==> config.mk <==
export PLATFORM = sky130hd
export DESIGN_NAME = fixed_slot_allocator_unit
export DESIGN_NICKNAME = d
export VERILOG_FILES = /design/src/rtl/core/fsa_pkg.sv /design/src/rtl/core/fsa_ram.sv /design/src/rtl/core/fsa_div.sv /design/src/rtl/core/fixed_slot_allocator_unit.sv
export SDC_FILE = /design/constraint.sdc
export NUM_CORES = 2
export LEC_CHECK = 0
export BUFFER_PORTS_ARGS = -buffer_cell sky130_fd_sc_hd__clkbuf_2
export CAP_MARGIN = 20
export CORE_MARGIN = 2
export CORE_UTILIZATION = 33
export CTS_BUF_LIST = sky130_fd_sc_hd__clkbuf_4
export DETAILED_ROUTE_END_ITERATION = 8
export PLACE_DENSITY_LB_ADDON = 0.08
export SYNTH_ARGS = -nofsm -noshare
export SYNTH_HDL_FRONTEND = slang
export SYNTH_MEMORY_MAX_BITS = 65536
export SYNTH_SLANG_ARGS = --single-unit
==> constraint.sdc <==
create_clock -name clock -period 8.45 [get_ports clock]
set_clock_uncertainty 0.2 [all_clocks]
set_input_delay 0.845 -clock clock [delete_from_list [all_inputs] [get_ports clock]]
set_output_delay 0.845 -clock clock [all_outputs]
set_load 0.01 [all_outputs]
==> src/rtl/core/fsa_pkg.sv <==
// shared types, constants and helper functions for the fixed slot allocator
package fsa_pkg;

   localparam int DEF_MAX_PAGES = 8;
   localparam int PAGE_SHIFT    = 12;
   localparam int PAGE_NO_W     = 64 - PAGE_SHIFT;
   localparam int WORD_BITS     = 64;
   localparam int WORD_SEL_W    = 3;
   localparam int BIT_SEL_W     = 6;
   localparam int SIZE_W        = 12;
   localparam int COUNT_W       = 9;
   localparam int MIN_SIZE      = 8;
   localparam int USABLE_BYTES  = 4096 - 8;
   localparam int CSR_INDEX_W   = 8;

   localparam logic OP_ALLOC = 1'b0;
   localparam logic OP_FREE  = 1'b1;

   localparam logic [CSR_INDEX_W-1:0] CSR_ITEM_SIZE      = CSR_INDEX_W'(0);
   localparam logic [CSR_INDEX_W-1:0] CSR_SLOTS_PER_PAGE = CSR_INDEX_W'(1);

   typedef enum logic [1:0] {
      STAT_OK,
      STAT_OOM,
      STAT_BAD_ADDR,
      STAT_DOUBLE_FREE
   } status_type;

   typedef enum logic [3:0] {
      ST_IDLE,
      ST_CNT,
      ST_OFS,
      ST_FIND_RD,
      ST_FIND_CHK,
      ST_BIT_RD,
      ST_BIT_CHK,
      ST_SCAN_RD,
      ST_SCAN_CHK,
      ST_MUL,
      ST_GROW,
      ST_FILL,
      ST_RESP
   } state_type;

   typedef struct packed {
      logic              start;
      logic [SIZE_W-1:0] dividend;
      logic [SIZE_W-1:0] divisor;
   } div_req_type;

   typedef struct packed {
      logic              done;
      logic [SIZE_W-1:0] quot;
      logic [SIZE_W-1:0] rem;
   } div_rsp_type;

   // slot size with the one-pointer minimum applied
   function automatic logic [SIZE_W-1:0] eff_size(input logic [SIZE_W-1:0] size);
      eff_size = (size < SIZE_W'(MIN_SIZE)) ? SIZE_W'(MIN_SIZE) : size;
   endfunction

   // bits of word w whose slot index lies below count
   function automatic logic [WORD_BITS-1:0] avail_mask(
      input logic [WORD_SEL_W-1:0] w,
      input logic [COUNT_W-1:0]    count
   );
      logic [WORD_BITS-1:0] m;
      m = '0;
      for (int b = 0; b < WORD_BITS; b++) begin
         m[b] = ({w, BIT_SEL_W'(b)} < count);
      end
      avail_mask = m;
   endfunction

   // lowest set bit position of a word
   function automatic logic [BIT_SEL_W-1:0] lowest_bit(input logic [WORD_BITS-1:0] v);
      logic [BIT_SEL_W-1:0] pos;
      pos = '0;
      for (int b = WORD_BITS - 1; b >= 0; b--) begin
         if (v[b]) begin
            pos = BIT_SEL_W'(b);
         end
      end
      lowest_bit = pos;
   endfunction

endpackage

==> src/rtl/core/fsa_ram.sv <==
// generic single write port ram with registered read
module fsa_ram #(
   parameter int WIDTH = 64,
   parameter int DEPTH = 64,
   parameter int AW    = (DEPTH > 1) ? $clog2(DEPTH) : 1
) (
   input  logic             clock,
   input  logic             wr_en,
   input  logic [AW-1:0]    wr_addr,
   input  logic [WIDTH-1:0] wr_data,
   input  logic [AW-1:0]    rd_addr,
   output logic [WIDTH-1:0] rd_data
);

   logic [WIDTH-1:0] mem [DEPTH];
   logic [WIDTH-1:0] rd_data_ff;

   // write port
   always_ff @(posedge clock) begin
      if (wr_en) begin
         mem[wr_addr] <= wr_data;
      end
   end

   // registered read port
   always_ff @(posedge clock) begin
      rd_data_ff <= mem[rd_addr];
   end

   assign rd_data = rd_data_ff;

endmodule

==> src/rtl/core/fsa_div.sv <==
// iterative restoring divider, one quotient bit per cycle
module fsa_div (
   input  logic                 clock,
   input  logic                 reset,
   input  fsa_pkg::div_req_type req,
   output fsa_pkg::div_rsp_type rsp
);
   import fsa_pkg::*;

   localparam int CNT_W = $clog2(SIZE_W + 1);

   logic [SIZE_W-1:0] rem_ff, rem_in;
   logic [SIZE_W-1:0] quo_ff, quo_in;
   logic [SIZE_W-1:0] dvs_ff, dvs_in;
   logic [CNT_W-1:0]  cnt_ff, cnt_in;
   logic              done_ff, done_in;
   logic [SIZE_W:0]   trial;

   // one shift and subtract step
   always_comb begin
      rem_in  = rem_ff;
      quo_in  = quo_ff;
      dvs_in  = dvs_ff;
      cnt_in  = cnt_ff;
      done_in = 1'b0;
      trial   = {rem_ff, quo_ff[SIZE_W-1]};
      if (req.start) begin
         rem_in = '0;
         quo_in = req.dividend;
         dvs_in = req.divisor;
         cnt_in = CNT_W'(SIZE_W);
      end else if (cnt_ff != '0) begin
         if (trial >= {1'b0, dvs_ff}) begin
            rem_in = SIZE_W'(trial - {1'b0, dvs_ff});
            quo_in = {quo_ff[SIZE_W-2:0], 1'b1};
         end else begin
            rem_in = trial[SIZE_W-1:0];
            quo_in = {quo_ff[SIZE_W-2:0], 1'b0};
         end
         cnt_in  = cnt_ff - CNT_W'(1);
         done_in = (cnt_ff == CNT_W'(1));
      end
   end

   always_ff @(posedge clock) begin
      if (reset) begin
         cnt_ff  <= '0;
         done_ff <= 1'b0;
      end else begin
         cnt_ff  <= cnt_in;
         done_ff <= done_in;
      end
      rem_ff <= rem_in;
      quo_ff <= quo_in;
      dvs_ff <= dvs_in;
   end

   assign rsp.done = done_ff;
   assign rsp.quot = quo_ff;
   assign rsp.rem  = rem_ff;

endmodule

==> src/rtl/core/fixed_slot_allocator_unit.sv <==
// fixed slot allocator top level: sequencer around page base and free bitmap rams
//
//  channel | ports                                     | handshake
//  --------+-------------------------------------------+--------------------------
//  request | req_op req_block_addr req_frame_*         | start & !busy
//  result  | rsp_slot_addr rsp_status                  | rsp_strobe, one cycle
//  config  | csr_index csr_wdata                       | csr_valid & csr_ready
//
// one word at a time; every item first runs a 12 step division for the usable count,
// which holds busy. busy time, result strobe included, grows for free with each adopted
// page searched, and for alloc with each bitmap word scanned (8 words per page), with
// a page fill added when a new page is adopted.
// the bitmap read is registered, so the scan alternates a read state and a check state.
// reset is synchronous and clears the page count; the rams need no clearing.
// results cannot be stalled; busy stays high until the result strobe has gone out.
module fixed_slot_allocator_unit #(
   parameter int MAX_PAGES = fsa_pkg::DEF_MAX_PAGES
) (
   input  logic                               clock,
   input  logic                               reset,
   input  logic                               start,
   output logic                               busy,
   input  logic                               req_op,
   input  logic [63:0]                        req_block_addr,
   input  logic [63:0]                        req_frame_addr,
   input  logic                               req_frame_valid,
   output logic                               rsp_strobe,
   output logic [63:0]                        rsp_slot_addr,
   output logic [1:0]                         rsp_status,
   input  logic                               csr_valid,
   output logic                               csr_ready,
   input  logic [fsa_pkg::CSR_INDEX_W-1:0]    csr_index,
   input  logic [fsa_pkg::SIZE_W-1:0]         csr_wdata
);
   import fsa_pkg::*;

   localparam int PAGE_AW  = (MAX_PAGES > 1) ? $clog2(MAX_PAGES) : 1;
   localparam int PAGES_W  = $clog2(MAX_PAGES + 1);
   localparam int WORD_AW  = PAGE_AW + WORD_SEL_W;

   state_type state_ff, state_in;

   logic [SIZE_W-1:0]     item_size_ff;
   logic [COUNT_W-1:0]    spp_ff;
   logic [PAGES_W-1:0]    pages_ff, pages_in;
   logic                  op_ff, op_in;
   logic [63:0]           block_ff, block_in;
   logic [PAGE_NO_W-1:0]  frame_ff, frame_in;
   logic                  fvalid_ff, fvalid_in;
   logic [COUNT_W-1:0]    count_ff, count_in;
   logic [COUNT_W-1:0]    qidx_ff, qidx_in;
   logic [PAGE_AW-1:0]    page_ff, page_in;
   logic [WORD_SEL_W-1:0] word_ff, word_in;
   logic                  dup_ff, dup_in;
   logic [COUNT_W-1:0]    idx_ff, idx_in;
   logic [PAGE_NO_W-1:0]  base_ff, base_in;
   logic [63:0]           addr_ff, addr_in;
   status_type            status_ff, status_in;

   logic [SIZE_W-1:0]     size_eff;
   div_req_type           dreq;
   div_rsp_type           drsp;
   logic [COUNT_W-1:0]    div_count;

   logic                  base_we;
   logic [PAGE_AW-1:0]    base_waddr;
   logic [PAGE_NO_W-1:0]  base_rd;
   logic                  bits_we;
   logic [WORD_BITS-1:0]  bits_wdata;
   logic [WORD_BITS-1:0]  bits_rd;
   logic [WORD_BITS-1:0]  masked;
   logic                  tail_page;
   logic                  grow_bad;

   assign size_eff  = eff_size(item_size_ff);
   assign masked    = bits_rd & avail_mask(word_ff, count_ff);
   assign tail_page = ((PAGES_W'(page_ff) + PAGES_W'(1)) == pages_ff);
   assign div_count = (drsp.quot > SIZE_W'(spp_ff)) ? spp_ff : drsp.quot[COUNT_W-1:0];
   assign grow_bad  = (count_ff == '0) || !fvalid_ff || (frame_ff == '0) ||
                      (pages_ff >= PAGES_W'(MAX_PAGES)) || dup_ff;

   // configuration registers
   assign csr_ready = 1'b1;
   always_ff @(posedge clock) begin
      if (reset) begin
         item_size_ff <= SIZE_W'(MIN_SIZE);
         spp_ff       <= COUNT_W'(511);
      end else if (csr_valid && csr_ready) begin
         case (csr_index)
            CSR_ITEM_SIZE:      item_size_ff <= csr_wdata;
            CSR_SLOTS_PER_PAGE: spp_ff       <= csr_wdata[COUNT_W-1:0];
            default:            ;
         endcase
      end
   end

   // next state
   always_comb begin
      state_in = state_ff;
      case (state_ff)
         ST_IDLE:     if (start) state_in = ST_CNT;
         ST_CNT: begin
            if (drsp.done) begin
               if (op_ff == OP_FREE) begin
                  state_in = (block_ff == '0) ? ST_RESP : ST_OFS;
               end else begin
                  state_in = (pages_ff == '0) ? ST_GROW : ST_SCAN_RD;
               end
            end
         end
         ST_OFS: begin
            if (drsp.done) begin
               if ((drsp.rem != '0) || (drsp.quot >= SIZE_W'(count_ff)) || (pages_ff == '0)) begin
                  state_in = ST_RESP;
               end else begin
                  state_in = ST_FIND_RD;
               end
            end
         end
         ST_FIND_RD:  state_in = ST_FIND_CHK;
         ST_FIND_CHK: begin
            if (base_rd == block_ff[63:PAGE_SHIFT]) state_in = ST_BIT_RD;
            else if (tail_page)                      state_in = ST_RESP;
            else                                     state_in = ST_FIND_RD;
         end
         ST_BIT_RD:   state_in = ST_BIT_CHK;
         ST_BIT_CHK:  state_in = ST_RESP;
         ST_SCAN_RD:  state_in = ST_SCAN_CHK;
         ST_SCAN_CHK: begin
            if (masked != '0)                                    state_in = ST_MUL;
            else if (tail_page && (word_ff == '1))               state_in = ST_GROW;
            else                                                 state_in = ST_SCAN_RD;
         end
         ST_MUL:      state_in = ST_RESP;
         ST_GROW:     state_in = grow_bad ? ST_RESP : ST_FILL;
         ST_FILL:     if (word_ff == '1) state_in = ST_RESP;
         ST_RESP:     state_in = ST_IDLE;
         default:     state_in = ST_IDLE;
      endcase
   end

   // datapath and ram controls
   always_comb begin
      op_in      = op_ff;
      block_in   = block_ff;
      frame_in   = frame_ff;
      fvalid_in  = fvalid_ff;
      count_in   = count_ff;
      qidx_in    = qidx_ff;
      page_in    = page_ff;
      word_in    = word_ff;
      dup_in     = dup_ff;
      idx_in     = idx_ff;
      base_in    = base_ff;
      addr_in    = addr_ff;
      status_in  = status_ff;
      pages_in   = pages_ff;
      dreq       = '0;
      base_we    = 1'b0;
      base_waddr = pages_ff[PAGE_AW-1:0];
      bits_we    = 1'b0;
      bits_wdata = bits_rd;
      case (state_ff)
         ST_IDLE: begin
            if (start) begin
               op_in         = req_op;
               block_in      = req_block_addr;
               frame_in      = req_frame_addr[63:PAGE_SHIFT];
               fvalid_in     = req_frame_valid;
               dup_in        = 1'b0;
               addr_in       = '0;
               status_in     = STAT_OK;
               dreq.start    = 1'b1;
               dreq.dividend = SIZE_W'(USABLE_BYTES);
               dreq.divisor  = size_eff;
            end
         end
         ST_CNT: begin
            if (drsp.done) begin
               count_in = div_count;
               page_in  = '0;
               word_in  = '0;
               if (op_ff == OP_FREE) begin
                  if (block_ff == '0) begin
                     status_in = STAT_BAD_ADDR;
                  end else begin
                     dreq.start    = 1'b1;
                     dreq.dividend = block_ff[PAGE_SHIFT-1:0];
                     dreq.divisor  = size_eff;
                  end
               end
            end
         end
         ST_OFS: begin
            if (drsp.done) begin
               qidx_in = drsp.quot[COUNT_W-1:0];
               if ((drsp.rem != '0) || (drsp.quot >= SIZE_W'(count_ff)) || (pages_ff == '0)) begin
                  status_in = STAT_BAD_ADDR;
               end
            end
         end
         ST_FIND_CHK: begin
            if (base_rd == block_ff[63:PAGE_SHIFT]) begin
               word_in = qidx_ff[COUNT_W-1:BIT_SEL_W];
            end else if (tail_page) begin
               status_in = STAT_BAD_ADDR;
            end else begin
               page_in = page_ff + PAGE_AW'(1);
            end
         end
         ST_BIT_CHK: begin
            if (bits_rd[qidx_ff[BIT_SEL_W-1:0]]) begin
               status_in = STAT_DOUBLE_FREE;
            end else begin
               bits_we = 1'b1;
               bits_wdata = bits_rd | (WORD_BITS'(1) << qidx_ff[BIT_SEL_W-1:0]);
            end
         end
         ST_SCAN_CHK: begin
            if (base_rd == frame_ff) dup_in = 1'b1;
            if (masked != '0) begin
               idx_in     = {word_ff, lowest_bit(masked)};
               base_in    = base_rd;
               bits_we    = 1'b1;
               bits_wdata = bits_rd & ~(WORD_BITS'(1) << lowest_bit(masked));
            end else begin
               word_in = word_ff + WORD_SEL_W'(1);
               if (word_ff == '1) page_in = page_ff + PAGE_AW'(1);
            end
         end
         ST_MUL: begin
            addr_in = {base_ff, PAGE_SHIFT'(0)} + 64'(idx_ff * size_eff);
         end
         ST_GROW: begin
            if (grow_bad) begin
               status_in = STAT_OOM;
            end else begin
               base_we = 1'b1;
               page_in = pages_ff[PAGE_AW-1:0];
               word_in = '0;
            end
         end
         ST_FILL: begin
            bits_we    = 1'b1;
            bits_wdata = avail_mask(word_ff, count_ff) &
                         ~((word_ff == '0) ? WORD_BITS'(1) : WORD_BITS'(0));
            word_in    = word_ff + WORD_SEL_W'(1);
            if (word_ff == '1) begin
               pages_in = pages_ff + PAGES_W'(1);
               addr_in  = {frame_ff, PAGE_SHIFT'(0)};
            end
         end
         default: ;
      endcase
   end

   always_ff @(posedge clock) begin
      if (reset) begin
         state_ff <= ST_IDLE;
         pages_ff <= '0;
      end else begin
         state_ff <= state_in;
         pages_ff <= pages_in;
      end
      op_ff     <= op_in;
      block_ff  <= block_in;
      frame_ff  <= frame_in;
      fvalid_ff <= fvalid_in;
      count_ff  <= count_in;
      qidx_ff   <= qidx_in;
      page_ff   <= page_in;
      word_ff   <= word_in;
      dup_ff    <= dup_in;
      idx_ff    <= idx_in;
      base_ff   <= base_in;
      addr_ff   <= addr_in;
      status_ff <= status_in;
   end

   // shared divider for usable count and slot offset
   fsa_div u_div (
      .clock (clock),
      .reset (reset),
      .req   (dreq),
      .rsp   (drsp)
   );

   // page base numbers in adoption order
   fsa_ram #(
      .WIDTH (PAGE_NO_W),
      .DEPTH (1 << PAGE_AW),
      .AW    (PAGE_AW)
   ) u_base_ram (
      .clock   (clock),
      .wr_en   (base_we),
      .wr_addr (base_waddr),
      .wr_data (frame_ff),
      .rd_addr (page_ff),
      .rd_data (base_rd)
   );

   // free bitmap, eight words per page
   fsa_ram #(
      .WIDTH (WORD_BITS),
      .DEPTH (1 << WORD_AW),
      .AW    (WORD_AW)
   ) u_bits_ram (
      .clock   (clock),
      .wr_en   (bits_we),
      .wr_addr ({page_ff, word_ff}),
      .wr_data (bits_wdata),
      .rd_addr ({page_ff, word_ff}),
      .rd_data (bits_rd)
   );

   // outputs
   assign busy          = (state_ff != ST_IDLE);
   assign rsp_strobe    = (state_ff == ST_RESP);
   assign rsp_slot_addr = (status_ff == STAT_OK) ? addr_ff : '0;
   assign rsp_status    = status_ff;

`ifndef SYNTH
   a_pages_bound: assert property (@(posedge clock) disable iff (reset)
      pages_ff <= PAGES_W'(MAX_PAGES))
      else $error("page count beyond table size");

   a_one_result: assert property (@(posedge clock) disable iff (reset)
      rsp_strobe |=> !rsp_strobe)
      else $error("more than one result for an item");

   a_free_zero_addr: assert property (@(posedge clock) disable iff (reset)
      (rsp_strobe && (op_ff == OP_FREE)) |-> (rsp_slot_addr == '0))
      else $error("free returned a nonzero address");

   a_accept_busy: assert property (@(posedge clock) disable iff (reset)
      (start && !busy) |=> busy)
      else $error("accepted word did not raise busy");
`endif

endmodule

# Yosys cells after proc, flatten, opt, wreduce, memory -nomap -nowiden

Memories as Yosys holds them, arrays and structs flattened. A register that Yosys moved wholly into a read port is not among the register bits.
Index checks and enable logic that the tools add are counted.

Muxes and demuxes: 137
Add/subtract/negate cells: 7
Multipliers: 1
Reduce and logical (&&, ||, !) cells: 42
Shifts and indexed selects: 2
Bitwise gates (word level): 7
Eq/ne operators: 35
Order comparisons: 70

Operators with widths:

| kind                                                                | number |
|---|---|
| 9-bit < comparator                                                  | 64 |
| 6-bit 2-to-1 mux                                                    | 66 |
| 64-bit one-hot mux with 3 select lines                              | 2 |
| 64-bit 2-to-1 mux                                                   | 5 |
| 64-bit bitwise AND                                                  | 3 |
| 1-bit by 6-bit << shifter with 64-bit output (first input constant) | 2 |
| 52-bit == test                                                      | 2 |
| 25-bit 2-to-1 mux                                                   | 4 |
| 64-bit by 21-bit adder with 64-bit output                           | 1 |
| 64-bit logical NOT                                                  | 1 |
| 1-bit NOT with 64-bit output                                        | 1 |
| 64-bit NOT                                                          | 1 |
| 64-bit OR                                                           | 1 |
| 64-bit nonzero test                                                 | 1 |
| 4-bit 2-to-1 mux                                                    | 14 |
| 52-bit logical NOT                                                  | 1 |
| 25-bit one-hot mux with 2 select lines                              | 1 |
| 12-bit 2-to-1 mux                                                   | 4 |
| 4-bit one-hot mux with 11 select lines                              | 1 |
| 3-bit 2-to-1 mux                                                    | 10 |
| 2-bit inequality test (second input constant)                       | 15 |
| 9-bit by 12-bit multiplier with 21-bit output                       | 1 |
| 4-bit == test (second input constant)                               | 5 |
| 2-bit 2-to-1 mux                                                    | 10 |
| other kinds (49)                                                    | 85 |

Memories kept: 2
Output and inout port bits: 69
Bits in registers: 340
Logic and storage cells: 326
Memory bits (writable): 4512
Input bits: 154

Memories:

| name           | words | bits a word | read ports | clocked after memory_dff | wr ports | line          | text |
|---|---|---|---|---|---|---|---|
| u_bits_ram.mem | 64    | 64          | 1          | 1                        | 1        | fsa_ram.sv:15 | `logic [WIDTH-1:0] mem [DEPTH];` |
| u_base_ram.mem | 8     | 52          | 1          | 1                        | 1        | fsa_ram.sv:15 |  |

# Longest topological paths before layout

Depth after elaboration: 73
Gate-level depth with buffers: 26
Depth with buffers taken out: 25

# Modules after synthesis

A second synthesis with hierarchy kept.

Cell total of the unflattened synthesis: 10248
Area, all modules: 199647.7 µm²

Modules (own cells, without submodules):

| module                    | instances | seq. area each (µm²) | cells an instance | area each (µm²) |
|---|---|---|---|---|
| fsa_ram at u_bits_ram     | 1         | 124279.2             | 6812              | 156888.0 |
| fixed_slot_allocator_unit | 1         | 8688.3               | 2554              | 23740.3 |
| fsa_ram at u_base_ram     | 1         | 13533.0              | 667               | 16744.8 |
| fsa_div                   | 1         | 1061.0               | 215               | 2274.7 |

# Worst setup path before layout

OpenSTA, ideal clock, no wires.

Kind: register -> register
Start: register word_ff[1]
End: memory u_bits_ram.mem[0][22], data pin
Cell stages (with the launch flop): 16
Path slack: 1.815 ns
Data required time: 7.530 ns
Setup time: 0.720 ns
Period minus slack after synthesis: 6.635 ns
Buffers on the path: 5
Arrival time: 5.716 ns
Cells stage by stage: edfxtp_1 > ha_1 > and4b_1 > buf_6 > a211oi_4 > buf_4 > buf_4 > buf_2 > nand2_1 > o211a_1 > a21oi_1 > o31ai_1 > a22oi_2 > clkbuf_1 > nor4_1 > o31ai_1

Longest elaborated chain between the ends: 73
Elaborated cells between the ends (all ways): 138
Classes of those cells: order compare: 64; shift: 1; mux: 68; bitwise: 4; reduce/logical: 1

RTL lines:

| element                                      | line                             | text |
|---|---|---|
| start: declaration                           | fixed_slot_allocator_unit.sv:53  | `logic [WORD_SEL_W-1:0] word_ff, word_in;` |
| start signal: assignment                     | fixed_slot_allocator_unit.sv:272 | `word_ff <= word_in;` |
| 9-bit < comparator                           | fsa_pkg.sv:70                    | `m[b] = ({w, BIT_SEL_W'(b)} < count);` |
| 64-bit bitwise AND                           | fixed_slot_allocator_unit.sv:76  | `assign masked = bits_rd & avail_mask(word_ff, count_ff);` |
| 6-bit 2-to-1 mux (64 in a row)               | fsa_pkg.sv:80                    | `if (v[b]) begin` |
| 6-bit 2-to-1 mux                             | fixed_slot_allocator_unit.sv:221 | `if (masked != '0) begin` |
| 6-bit 2-to-1 mux                             | fixed_slot_allocator_unit.sv:163 | `case (state_ff)` |
| 1-bit by 6-bit << shifter with 64-bit output | fixed_slot_allocator_unit.sv:225 | `bits_wdata = bits_rd & ~(WORD_BITS'(1) << lowest_bit(masked));` |
| 64-bit NOT                                   | fixed_slot_allocator_unit.sv:225 |  |
| 64-bit bitwise AND                           | fixed_slot_allocator_unit.sv:225 |  |
| 64-bit 2-to-1 mux                            | fixed_slot_allocator_unit.sv:221 |  |
| 64-bit one-hot mux with 3 select lines (*)   | fixed_slot_allocator_unit.sv:163 |  |
| named net bits_wdata[22]                     | fixed_slot_allocator_unit.sv:69  | `logic [WORD_BITS-1:0] bits_wdata;` |
| end: declaration                             | fsa_ram.sv:15                    |  |

The timed path passes the listed nets; every way through them passes the cells marked *. The select of a mux whose other input is x is not followed.

# Final worst setup path

Start: register word_ff[2]
End: memory u_bits_ram.mem[7][47], enable pin

Longest elaborated chain between the ends: 7
Elaborated cells between the ends (all ways): 70
Classes of those cells: order compare: 64; mux: 4; bitwise: 1; reduce/logical: 1

RTL lines:

| element                                | line                             | text |
|---|---|---|
| 9-bit < comparator                     | fsa_pkg.sv:70                    |  |
| 64-bit bitwise AND                     | fixed_slot_allocator_unit.sv:76  |  |
| 64-bit nonzero test                    | fixed_slot_allocator_unit.sv:221 |  |
| 1-bit 2-to-1 mux                       | fixed_slot_allocator_unit.sv:221 |  |
| 1-bit one-hot mux with 3 select lines  | fixed_slot_allocator_unit.sv:163 |  |
| 1-bit 2-to-1 mux                       | fsa_ram.sv:20                    | `if (wr_en) begin` |
| 1-bit 2-to-1 mux (not written as such) | fsa_ram.sv:21                    | `mem[wr_addr] <= wr_data;` |

Several ways; a longest one is shown, not always the timed one.

==> flow_summary.toml <==
[outcome]
status = "completed"

[synthesis]
synth_top_family_by_area = "compound AO/OA/AOI/OAI gates"
synth_cell_types = 99
synthSimpleGateAreaFrac = 0.03700
ys_top_cells_by_area = "edfxtp_1, a22oi_1, dfxtp_1, clkbuf_1, a41oi_1"
async_flop_share = 0
synth_top_cell_area_share = 0.7664
netlist_area_um2 = 188300
synth_xor_area_frac = 0.007907
synth-compound-area-share = 0.1340
synth_seq_cells = 4968
synth.avg_cell_area_um2 = 17.13
synthMuxAreaShare = 0.003894
yosys_warnings = 0
synth_area_leader_cell = "edfxtp_1"
synth_fa_ha_area_frac = 0.01506
syn_nets = 11322
synth_edf_count = 4806
yosysSeqAreaShare = 0.7836
synth_ff_type = "edfxtp_1"
synthTopCellsByCount = "edfxtp_1, a22oi_1, clkbuf_1"
yosysMostFrequentCell = "edfxtp_1"
netlist_instances = 10990

[cts]
clk_path_buf_depth = 5
cts_repair_resize_count = 0
ctsHoldBuffers = 415
cts_setup_buffers = 0
clockRootBuffer = "clkbuf_4"
clock_sinks = 4968
clock_latency_ps = 1890
cts_tree = "yes"
cts_htree_levels = 7
cts.clk_slew.worst_paths_ps = 70
cts_buffers = 1389

[worst_setup_path]
rr_startpoint = "word_ff[2]$_DFFE_PP_"
critical_path_class = "reg -> reg"
required_ps = 9610
crit_path_end = "u_bits_ram.mem[7][47]$_DFFE_PP_"
reg2reg_slack_ps = 880
r2r_cells = 13
path_common_cell = "buf_4"
crit_fanout = 32
worst-path-stages = 13
end_kind = "flop"
crit_path_start = "word_ff[2]$_DFFE_PP_"
crit_family = "simple AND/OR/NAND/NOR gates"
worst_setup_path_start_kind = "flop"
r2r-end = "u_bits_ram.mem[7][47]$_DFFE_PP_"
path_buf_inv = 2
critPathSlowestCell = "nand2_1"
arrival_ps = 8730
cpPeakStageDelay_ps = 820
crit_chain = "ha_1, nand4b_2, a22oi_1, a41oi_1, o21bai_1, nor4_1, and3_1, nand2b_1, nand3_2, nand2_1, buf_4, nor2_4, buf_4"

[sta]
whs_ps = 182.9
setup_violations = 0
tightest_slew_ps = 1188
finalSetupTns_ps = 0
fmax_ghz = 0.1321
relSlewSlack = 0.2082
period_minus_slack_ps = 7570
drv_slew = 0
fin_crit_sh = 0.8958
rsz0062_at_grt = "no"
hold_violations = 0

[final_layout]
area_growth_pct = 18.30
n_fill_cell = 52651
multi_input_area_um2 = 38480
final_net_count = 13085
drive_above_1_share = 0.2194
register_area_um2 = 147600
post-route-util = 0.3917

[routing]
num_vias = 120813
finalWirelength_um = 746300
wl_per_cell_um = 35.05
drt_iter0_drc = 13674
dr.pass1.iters = 6
avgViaCountPerCell = 5.675
drc = 0
final_antenna_net_count = 0

[pwr]
powerDensity_nw_per_um2 = 320.9
vdd_ir_drop_max_mv = 0.2377
swShare = 0.3434
intPower_mw = 46.93
combPwrFrac = 0.242
clockPowerShare = 0.298
total_leakage_power_nw = 70.97
power.switching_mw = 24.55
finalPower_mw = 71.48
p_seq_frac = 0.461

[floorplanning]
rows = 277
ioPinCount = 223
dieArea_um2 = 576700
coreArea_um2 = 568700
initial_core_util = 0.3311
die_y_um = 759.4
die_w_um = 759.4

[global_routing]
grtUsageTotal = 0.2526
grt-ovfl-total = 0
grt_pass1_vias = 122267
antenna_found_initial = 54
grt_max_degree = 92
grt_pass1_wl_um = 1010000

[placed_design]
portBuffers = 209
hpwl_um = 410000
place.gp.congestion = 0.8965

[min_path]
min_path_type = "reg -> reg"

[flow_run]
maxCapViolations = 0
## worst register-to-register path, delay by kind of cell (launching register included)
kind | cells | cell delay, ps
AO/OA/AOI/OAI | 3 | 1310
flip-flops | 1 | 620
adder cells (fa/ha/maj) | 1 | 660
buffers and inverters | 2 | 770
AND/OR/NAND/NOR | 7 | 3500
## cell families after synthesis
| kind of cell | count (synthesis) |
|---|---|
| flip-flops | 4968 |
| AO/OA/AOI/OAI | 3389 |
| AND/OR/NAND/NOR | 1337 |
| buffers and inverters | 900 |
| adder cells (fa/ha/maj) | 178 |
| XOR/XNOR | 170 |
| multiplexers | 47 |
| other | 1 |
## layer usage
metal | part of all wire | global-route usage | vias up
met5 | 0.000058 | 0 | -
met4 | 0.027 | 0.08014 | 6
met3 | 0.072 | 0.05434 | 1034
met2 | 0.47 | 0.4066 | 5868
met1 | 0.43 | 0.3421 | 63763
li1 | - | - | 50142
## worst min path at each step
stage                     depth (start not counted)  slack [ps]                       startpoint                        endpoint
after floorplan                                   1         240           spp_ff[1]$_SDFFE_PP1P_          spp_ff[1]$_SDFFE_PP1P_
after detailed placement                          2         260  u_base_ram.mem[5][41]$_DFFE_PP_  u_base_ram.rd_data[41]$_DFF_P_
final                                             2         180   u_base_ram.mem[6][5]$_DFFE_PP_   u_base_ram.rd_data[5]$_DFF_P_
after global placement                            1         250           spp_ff[1]$_SDFFE_PP1P_          spp_ff[1]$_SDFFE_PP1P_
after global routing                              3         110                  req_frame_valid             fvalid_ff$_DFFE_PP_
after CTS                                         3           3                  req_frame_valid             fvalid_ff$_DFFE_PP_
## sequential cells by signal (all words and copies together), names as in the netlist, 52 cells and up
signal	count
u_base_ram.rd_data	52
u_base_ram.mem	416
u_bits_ram.mem	4096
frame_ff	52
u_bits_ram.rd_data	64
addr_ff	64
block_ff	64
base_ff	52
## metrics by stage
step | worst slack, ps | std cells | cell area [um2]
finish | 880.1 | 21290 | 222800
global placement | 460.3 | 18470 | 201500
detailed placement | 855.2 | 18475 | 201600
CTS | 781.6 | 21241 | 222600
global route | 447.6 | 21275 | 222700
floorplan | 1815 | 10990 | 188300
## final cells by class
type | instances | share of cell area
well taps | 7533 | 0.04231
clock buffers | 2056 | 0.06929
multi-input cells | 5122 | 0.1728
flip-flops and latches | 4968 | 0.6624
diodes | 44 | 0.0004943
clock inverters | 295 | 0.006263
repair buffers | 1077 | 0.04318
inverters | 195 | 0.003286
## cell usage in the layout, fill, tap and decap left out, drive strengths merged, types with 20 or more instances in the layout
master	count
edfxtp	4806
inv	206
xor2	54
nand2b	20
a22o	192
o31ai	21
nor3	57
diode	44
buf	452
nand3	106
dfxtp	162
a21boi	24
mux4	20
a31oi	210
nand4	196
clkinv	274
ha	97
a41oi	244
o21ai	175
nor2	227
nand2	321
dlygate4sd3	415
fa	81
nor4	153
clkbuf	2266
and2	122
xnor2	116
a22oi	1900
a221oi	198
o211ai	39
a21oi	224
and3	43
## power groups by stage
stage | Combinational, mW | Sequential [mW] | Clock [mW]
final | 17.3 | 32.9 | 21.3
after global routing | 18.2 | 33.0 | 23.2
after CTS | 17.2 | 32.9 | 21.9
after detailed placement | 17.0 | 33.4 | 0
after global placement | 16.8 | 33.4 | 0
after floorplan | 8.54 | 32.8 | 0
Note: power is estimated with default switching activity, not from simulation.
